### src/rtl/core/tsdf_pkg.sv
package tsdf_pkg;

  // Configuration register indexes
  localparam int REG_IDX_W = 3;
  localparam logic [REG_IDX_W-1:0] REG_NUMBER_ALL       = 3'd0;
  localparam logic [REG_IDX_W-1:0] REG_NUMBER_NONBLANK  = 3'd1;
  localparam logic [REG_IDX_W-1:0] REG_SQUEEZE_BLANK    = 3'd2;
  localparam logic [REG_IDX_W-1:0] REG_SHOW_ENDS        = 3'd3;
  localparam logic [REG_IDX_W-1:0] REG_SHOW_TABS        = 3'd4;
  localparam logic [REG_IDX_W-1:0] REG_SHOW_NONPRINTING = 3'd5;

  // Characters used by the formatter
  localparam logic [7:0] CH_TAB    = 8'h09;
  localparam logic [7:0] CH_NL     = 8'h0A;
  localparam logic [7:0] CH_SPACE  = 8'h20;
  localparam logic [7:0] CH_DOLLAR = 8'h24;
  localparam logic [7:0] CH_DASH   = 8'h2D;
  localparam logic [7:0] CH_ZERO   = 8'h30;
  localparam logic [7:0] CH_QMARK  = 8'h3F;
  localparam logic [7:0] CH_I      = 8'h49;
  localparam logic [7:0] CH_M      = 8'h4D;
  localparam logic [7:0] CH_CARET  = 8'h5E;

  // Byte classes for nonprinting escapes
  localparam logic [7:0] CODE_SPACE = 8'd32;
  localparam logic [7:0] CODE_DEL   = 8'd127;
  localparam logic [7:0] CODE_HIGH  = 8'd128;
  localparam logic [7:0] CODE_NBSP  = 8'd160;
  localparam logic [7:0] CODE_MAX   = 8'd255;
  localparam logic [7:0] OFS_CTRL   = 8'd64;
  localparam logic [7:0] OFS_META   = 8'd128;

  localparam logic [3:0] BCD_NINE = 4'd9;

  typedef struct packed {
    logic number_all;
    logic number_nonblank;
    logic squeeze_blank;
    logic show_ends;
    logic show_tabs;
    logic show_nonprinting;
  } cfg_t;

  // Line state carried from one byte to the next
  typedef struct packed {
    logic prev_nl;
    logic empty_seen;
  } line_state_t;

endpackage

### src/rtl/core/tsdf_fmt.sv
// Formats one input byte: line number, marker and escape bytes, next line state.
module tsdf_fmt #(
  parameter int COUNTER_DIGITS = 6,
  localparam int NB = COUNTER_DIGITS + 5,
  localparam int LW = $clog2(NB + 1),
  localparam int CW = 4 * COUNTER_DIGITS
) (
  input  tsdf_pkg::cfg_t          cfg,
  input  logic [7:0]              in_byte,
  input  logic                    file_start,
  input  tsdf_pkg::line_state_t   st,
  input  logic [CW-1:0]           counter,
  output logic [NB-1:0][7:0]      fbuf,
  output logic [LW-1:0]           flen,
  output tsdf_pkg::line_state_t   st_next,
  output logic [CW-1:0]           counter_next
);

  logic                             is_nl;
  logic                             is_tab;
  logic                             esn;
  logic                             drop;
  logic                             do_num;
  logic                             carry;
  logic                             lead;
  logic [3:0]                       d;
  logic [CW-1:0]                    inc;
  logic [COUNTER_DIGITS:0][7:0]     numtxt;
  logic [2:0][7:0]                  pre;
  logic [1:0]                       plen;
  logic [7:0]                       fc;
  logic [3:0][7:0]                  body;
  logic [2:0]                       blen;
  logic                             prev_next;

  always_comb begin
    is_nl  = (in_byte == tsdf_pkg::CH_NL);
    is_tab = (in_byte == tsdf_pkg::CH_TAB);
    esn    = file_start ? 1'b0 : st.empty_seen;
    drop   = cfg.squeeze_blank && is_nl && esn;
    do_num = st.prev_nl && ((cfg.number_all && !cfg.number_nonblank) ||
                            (cfg.number_nonblank && !is_nl));

    // BCD increment, held at all nines
    carry = 1'b1;
    inc   = counter;
    for (int i = 0; i < COUNTER_DIGITS; i++) begin
      d = counter[4*i +: 4];
      if (carry) inc[4*i +: 4] = (d == tsdf_pkg::BCD_NINE) ? 4'd0 : d + 4'd1;
      carry = carry && (d == tsdf_pkg::BCD_NINE);
    end
    counter_next = (do_num && !drop && !carry) ? inc : counter;

    // Number text, leading zeros blanked except the units digit
    lead = 1'b1;
    for (int i = COUNTER_DIGITS - 1; i >= 0; i--) begin
      d = counter[4*i +: 4];
      if (lead && d == 4'd0 && i != 0) begin
        numtxt[COUNTER_DIGITS-1-i] = tsdf_pkg::CH_SPACE;
      end else begin
        lead = 1'b0;
        numtxt[COUNTER_DIGITS-1-i] = tsdf_pkg::CH_ZERO + {4'd0, d};
      end
    end
    numtxt[COUNTER_DIGITS] = tsdf_pkg::CH_TAB;

    // Prefix bytes and final character
    pre  = '0;
    plen = 2'd0;
    fc   = in_byte;
    if (cfg.show_tabs && is_tab) begin
      pre[0]    = tsdf_pkg::CH_CARET;
      plen      = 2'd1;
      fc        = tsdf_pkg::CH_I;
      prev_next = 1'b0;
    end else begin
      if (cfg.show_ends && is_nl) begin
        pre[0] = tsdf_pkg::CH_DOLLAR;
        plen   = 2'd1;
      end
      if (cfg.show_nonprinting) begin
        if (in_byte == tsdf_pkg::CODE_DEL) begin
          pre[0] = tsdf_pkg::CH_CARET;
          plen   = 2'd1;
          fc     = tsdf_pkg::CH_QMARK;
        end else if (in_byte < tsdf_pkg::CODE_SPACE && !is_tab && !is_nl) begin
          pre[0] = tsdf_pkg::CH_CARET;
          plen   = 2'd1;
          fc     = in_byte + tsdf_pkg::OFS_CTRL;
        end else if (in_byte == tsdf_pkg::CODE_MAX) begin
          pre  = {tsdf_pkg::CH_CARET, tsdf_pkg::CH_DASH, tsdf_pkg::CH_M};
          plen = 2'd3;
          fc   = tsdf_pkg::CH_QMARK;
        end else if (in_byte >= tsdf_pkg::CODE_HIGH && in_byte < tsdf_pkg::CODE_NBSP) begin
          pre  = {tsdf_pkg::CH_CARET, tsdf_pkg::CH_DASH, tsdf_pkg::CH_M};
          plen = 2'd3;
          fc   = in_byte - tsdf_pkg::OFS_CTRL;
        end else if (in_byte >= tsdf_pkg::CODE_NBSP) begin
          pre[1:0] = {tsdf_pkg::CH_DASH, tsdf_pkg::CH_M};
          plen     = 2'd2;
          fc       = in_byte - tsdf_pkg::OFS_META;
        end
      end
      prev_next = (fc == tsdf_pkg::CH_NL);
    end

    // Body = prefix followed by the final character
    for (int i = 0; i < 4; i++) begin
      if (i < 32'(plen))       body[i] = pre[i];
      else if (i == 32'(plen)) body[i] = fc;
      else                     body[i] = 8'd0;
    end
    blen = {1'b0, plen} + 3'd1;

    // Assemble the output run
    fbuf = '0;
    if (do_num) begin
      for (int i = 0; i <= COUNTER_DIGITS; i++) fbuf[i] = numtxt[i];
      for (int i = 0; i < 4; i++) fbuf[COUNTER_DIGITS+1+i] = body[i];
      flen = LW'(COUNTER_DIGITS + 1) + LW'(blen);
    end else begin
      for (int i = 0; i < 4; i++) fbuf[i] = body[i];
      flen = LW'(blen);
    end

    if (drop) begin
      flen               = '0;
      st_next.prev_nl    = 1'b1;
      st_next.empty_seen = 1'b1;
    end else begin
      st_next.prev_nl    = prev_next;
      st_next.empty_seen = is_nl && st.prev_nl;
    end
  end

endmodule

### src/rtl/core/text_stream_display_filter.sv
// Channel  | Dir | Fields (low bit up)            | Handshake
// s_*      | in  | tdata: in_byte; tuser: file_start | s_tvalid & s_tready
// m_*      | out | tdata: out_byte; tlast: last_of_run | m_tvalid & m_tready
// cfg_*    | in  | cfg_index, cfg_data (bit 0)    | cfg_we
//
// An accepted byte is formatted into a run of 0 to COUNTER_DIGITS+5 bytes
// held in a shift buffer; the run drains one byte per cycle through the
// output register while the output is not stalled. Input is held off while
// a run drains; a squeezed newline yields nothing.
// Input is taken whenever the buffer is empty or its last byte moves out.
// rst is synchronous: clears config and the run, sets line state to line start and counter to 1.
// Output stalls back up through the buffer; nothing is dropped.
module text_stream_display_filter #(
  parameter int COUNTER_DIGITS = 6
) (
  input  logic                           clk,
  input  logic                           rst,
  input  logic                           s_tvalid,
  output logic                           s_tready,
  input  logic [7:0]                     s_tdata,   // [7:0] in_byte
  input  logic                           s_tuser,   // [0] file_start
  output logic                           m_tvalid,
  input  logic                           m_tready,
  output logic [7:0]                     m_tdata,   // [7:0] out_byte
  output logic                           m_tlast,
  input  logic                           cfg_we,
  input  logic [tsdf_pkg::REG_IDX_W-1:0] cfg_index,
  input  logic                           cfg_data
);

  localparam int NB = COUNTER_DIGITS + 5;
  localparam int LW = $clog2(NB + 1);
  localparam int CW = 4 * COUNTER_DIGITS;

  tsdf_pkg::cfg_t        cfg;
  tsdf_pkg::line_state_t st;
  tsdf_pkg::line_state_t st_next;
  logic [CW-1:0]         counter;
  logic [CW-1:0]         counter_next;
  logic [NB-1:0][7:0]    fbuf;
  logic [LW-1:0]         flen;
  logic [NB-1:0][7:0]    run_buf;
  logic [LW-1:0]         run_left;
  logic                  out_load;
  logic                  accept;

  tsdf_fmt #(.COUNTER_DIGITS(COUNTER_DIGITS)) u_fmt (
    .cfg          (cfg),
    .in_byte      (s_tdata),
    .file_start   (s_tuser),
    .st           (st),
    .counter      (counter),
    .fbuf         (fbuf),
    .flen         (flen),
    .st_next      (st_next),
    .counter_next (counter_next)
  );

  // Handshake control
  assign out_load = (run_left != '0) && (!m_tvalid || m_tready);
  assign s_tready = (run_left == '0) || (out_load && run_left == LW'(1));
  assign accept   = s_tvalid && s_tready;

  // Configuration registers
  always_ff @(posedge clk) begin
    if (rst) begin
      cfg <= '0;
    end else if (cfg_we) begin
      unique case (cfg_index)
        tsdf_pkg::REG_NUMBER_ALL:       cfg.number_all       <= cfg_data;
        tsdf_pkg::REG_NUMBER_NONBLANK:  cfg.number_nonblank  <= cfg_data;
        tsdf_pkg::REG_SQUEEZE_BLANK:    cfg.squeeze_blank    <= cfg_data;
        tsdf_pkg::REG_SHOW_ENDS:        cfg.show_ends        <= cfg_data;
        tsdf_pkg::REG_SHOW_TABS:        cfg.show_tabs        <= cfg_data;
        tsdf_pkg::REG_SHOW_NONPRINTING: cfg.show_nonprinting <= cfg_data;
        default: ;
      endcase
    end
  end

  // Line state and counter update per input transaction
  always_ff @(posedge clk) begin
    if (rst) begin
      st.prev_nl    <= 1'b1;
      st.empty_seen <= 1'b0;
      counter       <= CW'(1);
    end else if (accept) begin
      st      <= st_next;
      counter <= counter_next;
    end
  end

  // Run buffer: load on accept, shift on each output load
  always_ff @(posedge clk) begin
    if (rst) begin
      run_left <= '0;
    end else if (accept) begin
      run_left <= flen;
    end else if (out_load) begin
      run_left <= run_left - LW'(1);
    end
  end

  always_ff @(posedge clk) begin
    if (accept) begin
      run_buf <= fbuf;
    end else if (out_load) begin
      for (int i = 0; i < NB - 1; i++) run_buf[i] <= run_buf[i+1];
      run_buf[NB-1] <= 8'd0;
    end
  end

  // Output register
  always_ff @(posedge clk) begin
    if (rst) begin
      m_tvalid <= 1'b0;
    end else if (out_load) begin
      m_tvalid <= 1'b1;
    end else if (m_tready) begin
      m_tvalid <= 1'b0;
    end
  end

  always_ff @(posedge clk) begin
    if (out_load) begin
      m_tdata <= run_buf[0];
      m_tlast <= (run_left == LW'(1));
    end
  end

  // Checks
  a_run_bound: assert property (@(posedge clk) disable iff (rst)
    run_left <= LW'(NB)) else $error("run length out of range");

  a_no_accept_mid_run: assert property (@(posedge clk) disable iff (rst)
    run_left > LW'(1) |-> !s_tready) else $error("input taken mid run");

  a_last_flag: assert property (@(posedge clk) disable iff (rst)
    out_load && run_left == LW'(1) |=> m_tvalid && m_tlast)
    else $error("last byte of run not flagged");

  a_counter_nonzero: assert property (@(posedge clk) disable iff (rst)
    counter != '0) else $error("line counter reached zero");

  a_counter_step: assert property (@(posedge clk) disable iff (rst)
    !accept |=> $stable(counter)) else $error("counter moved without input");

endmodule

### config.mk
export PLATFORM = sky130hd
export DESIGN_NAME = text_stream_display_filter
export DESIGN_NICKNAME = d
export VERILOG_FILES = /design/src/rtl/core/tsdf_pkg.sv /design/src/rtl/core/tsdf_fmt.sv /design/src/rtl/core/text_stream_display_filter.sv
export SDC_FILE = /design/constraint.sdc
export NUM_CORES = 1
export LEC_CHECK = 0
export ABC_AREA = 0
export BUFFER_PORTS_ARGS = -buffer_cell sky130_fd_sc_hd__buf_2
export CAP_MARGIN = 20
export CORE_ASPECT_RATIO = 0.5
export CORE_MARGIN = 3
export CORE_UTILIZATION = 53
export CTS_BUF_LIST = sky130_fd_sc_hd__clkbuf_4 sky130_fd_sc_hd__clkbuf_8
export CTS_CLUSTER_DIAMETER = 40
export CTS_CLUSTER_SIZE = 28
export DETAILED_ROUTE_END_ITERATION = 8
export PLACE_DENSITY = 0.77
export SYNTH_ARGS = -nofsm -noshare
export SYNTH_HDL_FRONTEND = slang
export SYNTH_SLANG_ARGS = --single-unit
export TNS_END_PERCENT = 20
### constraint.sdc
create_clock -name clk -period 4.06 [get_ports clk]
set_input_delay 0.406 -clock clk [delete_from_list [all_inputs] [get_ports clk]]
set_output_delay 0.406 -clock clk [all_outputs]
set_load 0.005 [all_outputs]
# Word-level counts from Yosys, hierarchy flattened
# Cells that the tools add are included.
[classes]
multipliers = 0
bitwise_logic = 0
order_cmp = 7
n_mux = 68
n_shift = 0
n_reduce_logical = 57
eq_ne = 20
n_addsub = 18
div_mod_pow = 0
[op_table]
columns = ["cell", "count"]
rows = [
  ["two-way mux 8 bit", 24],
  ["two-way mux 88 bit", 2],
  ["two-way mux 24 bit", 6],
  ["two-way mux 16 bit", 4],
  ["two-way mux 56 bit", 1],
  ["adder 6 x 4 -> 7 bit, first input constant", 6],
  ["two-way mux 4 bit", 10],
  ["two-way mux 32 bit", 1],
  ["logical AND 1 bit", 25],
  ["adder 4 x 1 -> 4 bit, second input constant", 6],
  ["equality test 4 bit, second input constant", 6],
  ["equality test 8 x 4 -> 1 bit, second input constant", 3],
  ["zero test 4 bit", 6],
  [">= comparator 8 bit, second input constant", 2],
  ["two-way mux 2 bit", 8],
  ["AND reduction 3 bit", 5],
  ["two-way mux 14 bit", 1],
  ["AND reduction 2 bit", 7],
  ["two-way mux 1 bit", 9],
  ["adder 8 x 7 -> 8 bit, second input constant", 1],
  ["equality test 8 x 7 -> 1 bit, second input constant", 1],
  ["equality test 8 bit, second input constant", 1],
  ["< comparator 8 x 6 -> 1 bit, second input constant", 1],
  ["< comparator 8 bit, second input constant", 1],
  ["other kinds (21)", 33],
]
[word_totals]
mem_count = 0
output_inout_bits = 11
mem_bits_rw = 0
inputBits = 18
latch_bits = 0
word_cells = 199
rom_bits = 0
reg_bits = 134

# Longest topological paths before layout
[logic_depth]
depth_word = 18
depth_mapped = 14
ltp_nobuf = 12

# Hierarchy
# Synthesis repeated with hierarchy kept, for this count alone.
[unflattened]
hier_cells = 897
hier_area_um2 = 7607.3
[modules_own_cells]
columns = ["mod", "instances", "seq_area_each_um2", "area_each_um2", "cells_per_inst"]
rows = [
  ["text_stream_display_filter", 1, 3653.5, 5476.5, 543],
  ["tsdf_fmt", 1, 0.0, 2130.8, 354],
]

# Worst setup path after synthesis
# No wires, ideal clock.
[synth_timing]
path_kind = "input port to flip-flop"
startpoint = "in s_tdata[6]"
endpoint = "reg run_buf[2] in the netlist's numbering, data pin"
n_path_buf = 1
t_arrival_ps = 3515
path_stages = 13
t_required_ps = 3799
setup_time_ps = 261
setup_slack_ps = 284
cell_sequence = "inv_1 > ha_1 > and3_1 > and3_1 > clkbuf_1 > or3_1 > nor2_1 > inv_1 > ha_1 > a2111oi_0 > and2_1 > a21oi_1 > a221o_1"
[synth_via]
elab_chain_len = 18
word_cells_on_any_way = 53
cone_classes = "order compare: 5; eq/ne: 4; mux: 33; reduce/logical: 11"
[synth_rtl]
columns = ["item", "line_no", "text"]
rows = [
  ["start: declaration", "text_stream_display_filter.sv:20", "input logic [7:0] s_tdata,"],
  ["equality test 8 x 4 -> 1 bit", "tsdf_fmt.sv:37", "is_nl = (in_byte == tsdf_pkg::CH_NL);"],
  ["logical AND 1 bit", "tsdf_fmt.sv:77", "if (cfg.show_ends && is_nl) begin"],
  ["two-way mux 6 bit", "tsdf_fmt.sv:77", ""],
  ["two-way mux 8 bit", "tsdf_fmt.sv:71", "if (cfg.show_tabs && is_tab) begin"],
  ["two-way mux 14 bit", "tsdf_fmt.sv:98", "end else if (in_byte >= tsdf_pkg::CODE_NBSP) begin"],
  ["two-way mux 16 bit", "tsdf_fmt.sv:94", "end else if (in_byte >= tsdf_pkg::CODE_HIGH && in_byte < tsdf_pkg::CODE_NBSP) begin"],
  ["two-way mux 24 bit", "tsdf_fmt.sv:90", "end else if (in_byte == tsdf_pkg::CODE_MAX) begin"],
  ["two-way mux 24 bit", "tsdf_fmt.sv:86", "end else if (in_byte < tsdf_pkg::CODE_SPACE && !is_tab && !is_nl) begin"],
  ["[... 2 more ...]", "-", ""],
  ["two-way mux 24 bit", "tsdf_fmt.sv:71", ""],
  ["two-way mux 8 bit", "tsdf_fmt.sv:86", ""],
  ["two-way mux 8 bit", "tsdf_fmt.sv:82", "if (in_byte == tsdf_pkg::CODE_DEL) begin"],
  ["two-way mux 24 bit", "tsdf_fmt.sv:81", "if (cfg.show_nonprinting) begin"],
  ["two-way mux 8 bit", "tsdf_fmt.sv:71", ""],
  ["two-way mux 8 bit", "tsdf_fmt.sv:109", "if (i < 32'(plen)) body[i] = pre[i];"],
  ["two-way mux 32 bit *", "tsdf_fmt.sv:117", "if (do_num) begin"],
  ["two-way mux 88 bit *", "text_stream_display_filter.sv:105", "if (accept) begin"],
  ["end signal: assignment", "text_stream_display_filter.sv:106", "run_buf <= fbuf;"],
  ["end: declaration", "text_stream_display_filter.sv:42", "logic [NB-1:0][7:0] run_buf;"],
]
# Mark *: on every way between the ends. The rest lies on a longest branch, timed or not. The select of a mux whose other input is x is not followed.
# A chain may end at the register's enable or synchronous reset.

# Final worst setup path
[layout_timing]
startpoint = "in s_tdata[1]"
endpoint = "reg run_buf[2] in the netlist's numbering, data pin"
# The elaborated chain is that of the path after synthesis.

==> impl_metrics.json <==
{
  "cts.sink_count": 134,
  "num_rows": 28,
  "holdBufCountCts": 0,
  "avgSynthCellArea_sq_um": 9.89,
  "syn_area_sq_um": 6810,
  "n_antenna_cell": 0,
  "status": "complete, no violations",
  "initial_core_util_pct": 56.0,
  "synth.most_common_cell": "edfxtp_1",
  "wirelength_mm": 16.5,
  "vias_per_cell": 6.24,
  "grt_pass1_wl_mm": 27.0,
  "critical_path_peak_fanout": 12,
  "async_reset_ff_share_pct": 0,
  "fill_cells": 1027,
  "hold_path.class": "input pin to register",
  "drive_above_1_share_pct": 13.3,
  "die_y_um": 86.1,
  "fin_total_pwr_mw": 4.84,
  "drv_cap": 0,
  "post-route-drc-count": 0,
  "worst_pin_slew_ns": 0.918,
  "worstPathArrival_ns": 3.60,
  "synth_edf_count": 97,
  "htree_levels": 4,
  "clk_pin_slew_worst_paths_ns": 0.09,
  "p_leak_nw": 2.81,
  "reg2reg_slack_ns": 0.96,
  "cts_tree": "yes",
  "critPathCaptureType": "register",
  "max_stage_delay_ns": 0.50,
  "startpoint": "s_tdata[1]",
  "synth_top_area_share_pct": 42.8,
  "fin_skew_ns": 0.0102,
  "overflow": 0,
  "criticalPathCategory": "input pin to register",
  "yosysUniqueCellTypes": 67,
  "worstReg2RegStart": "cfg[0]",
  "numPortBuffers": 28,
  "cts_setup_buffers": 0,
  "path_cells": "buf_2 -> nor4_1 -> a31o_2 -> a211oi_1 -> o211ai_1 -> inv_1 -> ha_1 -> a2111oi_0 -> buf_4 -> and2_1 -> a21oi_1 -> a221o_1",
  "synth_flop_cell": "edfxtp_1",
  "cts-root-buf": "clkbuf_8",
  "grt_usage_pct": 24.0,
  "min_period_over_period_pct": 83.4,
  "synth_cells": 688,
  "yosysTopAreaCell": "edfxtp_1",
  "ys.warnings.count": 0,
  "final_max_slew_viol_count": 0,
  "coreArea_sq_um": 12200,
  "area_growth_pct": 10.4,
  "rr_endpoint": "run_buf[2]",
  "antenna_found_initial": 0,
  "crit_path_start_kind": "input pin",
  "worst_slack_ns": 0.672,
  "grt_pass1_vias": 5119,
  "pre_cts_ws_ns": 0.260,
  "ys_seq_area_share_pct": 53.7,
  "vdd.ir_drop.worst_mv": 0.745,
  "slew_headroom_pct": 38.2,
  "ant_nets": 0,
  "syn-num-nets": 716,
  "cts_buffers": 17,
  "die_area_sq_um": 14300,
  "ff2ff_path_depth": 9,
  "avgRoutedWirePerCell_um": 18.8,
  "rsz0062_at_grt": "no",
  "p_per_area_nw_per_um2": 644,
  "setup-tns-final_ns": 0,
  "required_ns": 4.27,
  "clock_latency_ns": 0.45,
  "cts_resized": 0,
  "crit_path_end": "run_buf[2]",
  "num_vias": 5476,
  "max_freq_mhz": 295,
  "first_pass_iters": 6,
  "ys_ff_latch": 134,
  "synth_commonest_cells": "edfxtp_1, nand2_1, nor2_1",
  "hold_viol_final": 0,
  "min_period_ns": 3.39,
  "grt_max_degree": 96,
  "synthTopCellsByArea": "edfxtp_1, dfxtp_1, nand2_1",
  "drt_iter0_drc": 727,
  "dp_hpwl_mm": 11.2,
  "place.gp.congestion": 0.923,
  "io_pins": 29,
  "die_w_um": 166,
  "slowest_stage": "nor4_1",
  "nets": 728,
  "setup_viol": 0,
  "clk_path_buf_depth": 2
}
## metrics by stage
step	util (%)	hold slack [ns]	area, sq um	std cells
floorplan	-	0.400	6810	688
global placement	58.4	0.401	7100	846
detailed placement	58.4	0.406	7100	846
CTS	61.8	0.274	7520	878
global route	61.8	0.293	7520	878
finish	61.8	0.281	7520	878
## worst min path at each step
stage                    start          to  slack (ns)  cells past startpoint
floorplan           run_buf[0]  m_tdata[0]        0.40                      0
global placement    run_buf[7]  m_tdata[7]        0.40                      0
detailed placement  run_buf[0]  m_tdata[0]        0.41                      0
CTS                   cfg_data      cfg[1]        0.27                      3
global route          cfg_data      cfg[0]        0.29                      3
finish                cfg_data      cfg[1]        0.28                      3
## layer usage
metal | track usage (%) | up-vias | wire, um
li1 | - | 2584 | -
met5 | 0 | - | 0
met3 | 7.14 | 26 | 1610
met4 | 7.56 | 0 | 257
met2 | 35.0 | 265 | 7020
met1 | 34.7 | 2601 | 7650
## layout make-up
cell class / instances / area (sq um) / area share, %
Sequential cell: 134 / 3650 / 48.6
Multi-Input combinational cell: 489 / 2910 / 38.7
Timing Repair Buffer: 42 / 270 / 3.60
Clock buffer: 17 / 234 / 3.11
Tap cell: 165 / 206 / 2.75
Clock inverter: 15 / 184 / 2.45
Inverter: 16 / 60.1 / 0.799
## cells in the final DEF, fill, tap and decap left out, types with 10 or more instances in the layout
cell type and n:
a21oi_1 40, a31oi_1 14, and2_1 13, and3_1 11
buf_2 28, buf_4 12, clkbuf_8 17, dfxtp_1 37
edfxtp_1 97, ha_1 10, inv_1 16, mux2i_1 11
nand2_1 82, nand3_1 26, nor2_1 70, nor2b_1 12
nor3_1 11, nor4_1 10, o21ai_0 45
## worst max-delay path, delay by kind of cell
family,cells,cell delay [ns]
AO/OA/AOI/OAI,6,1.67
AND/OR/NAND/NOR,2,0.65
buffers and inverters,3,0.53
adder cells (fa/ha/maj),1,0.34
## power breakdown
group	total (mW)	switching, mW	internal, mW
combinational	1.25	0.816	0.432
sequential	2.42	0.180	2.24
clock	1.17	0.600	0.572
total	4.84	1.60	3.24
## cell families (layout without fill, tap and decap cells)
| logic type | count (synthesis) | after routing | synth area share [%] |
|---|---|---|---|
| AND/OR/NAND/NOR | 286 | 286 | 21.1 |
| XOR/XNOR | 2 | 2 | 0.257 |
| multiplexers | 15 | 15 | 2.28 |
| flip-flops | 134 | 134 | 53.7 |
| AO/OA/AOI/OAI | 176 | 176 | 17.0 |
| adder cells (fa/ha/maj) | 10 | 10 | 1.84 |
| buffers and inverters | 65 | 90 | 3.84 |
## flip-flops by register name, indices dropped and copies added (netlist names)
signal / cells
m_tvalid: 1
run_left: 4
cfg: 6
m_tlast: 1
run_buf: 88
m_tdata: 8
st: 2
counter: 24
(Power assumes the default switching activity.)
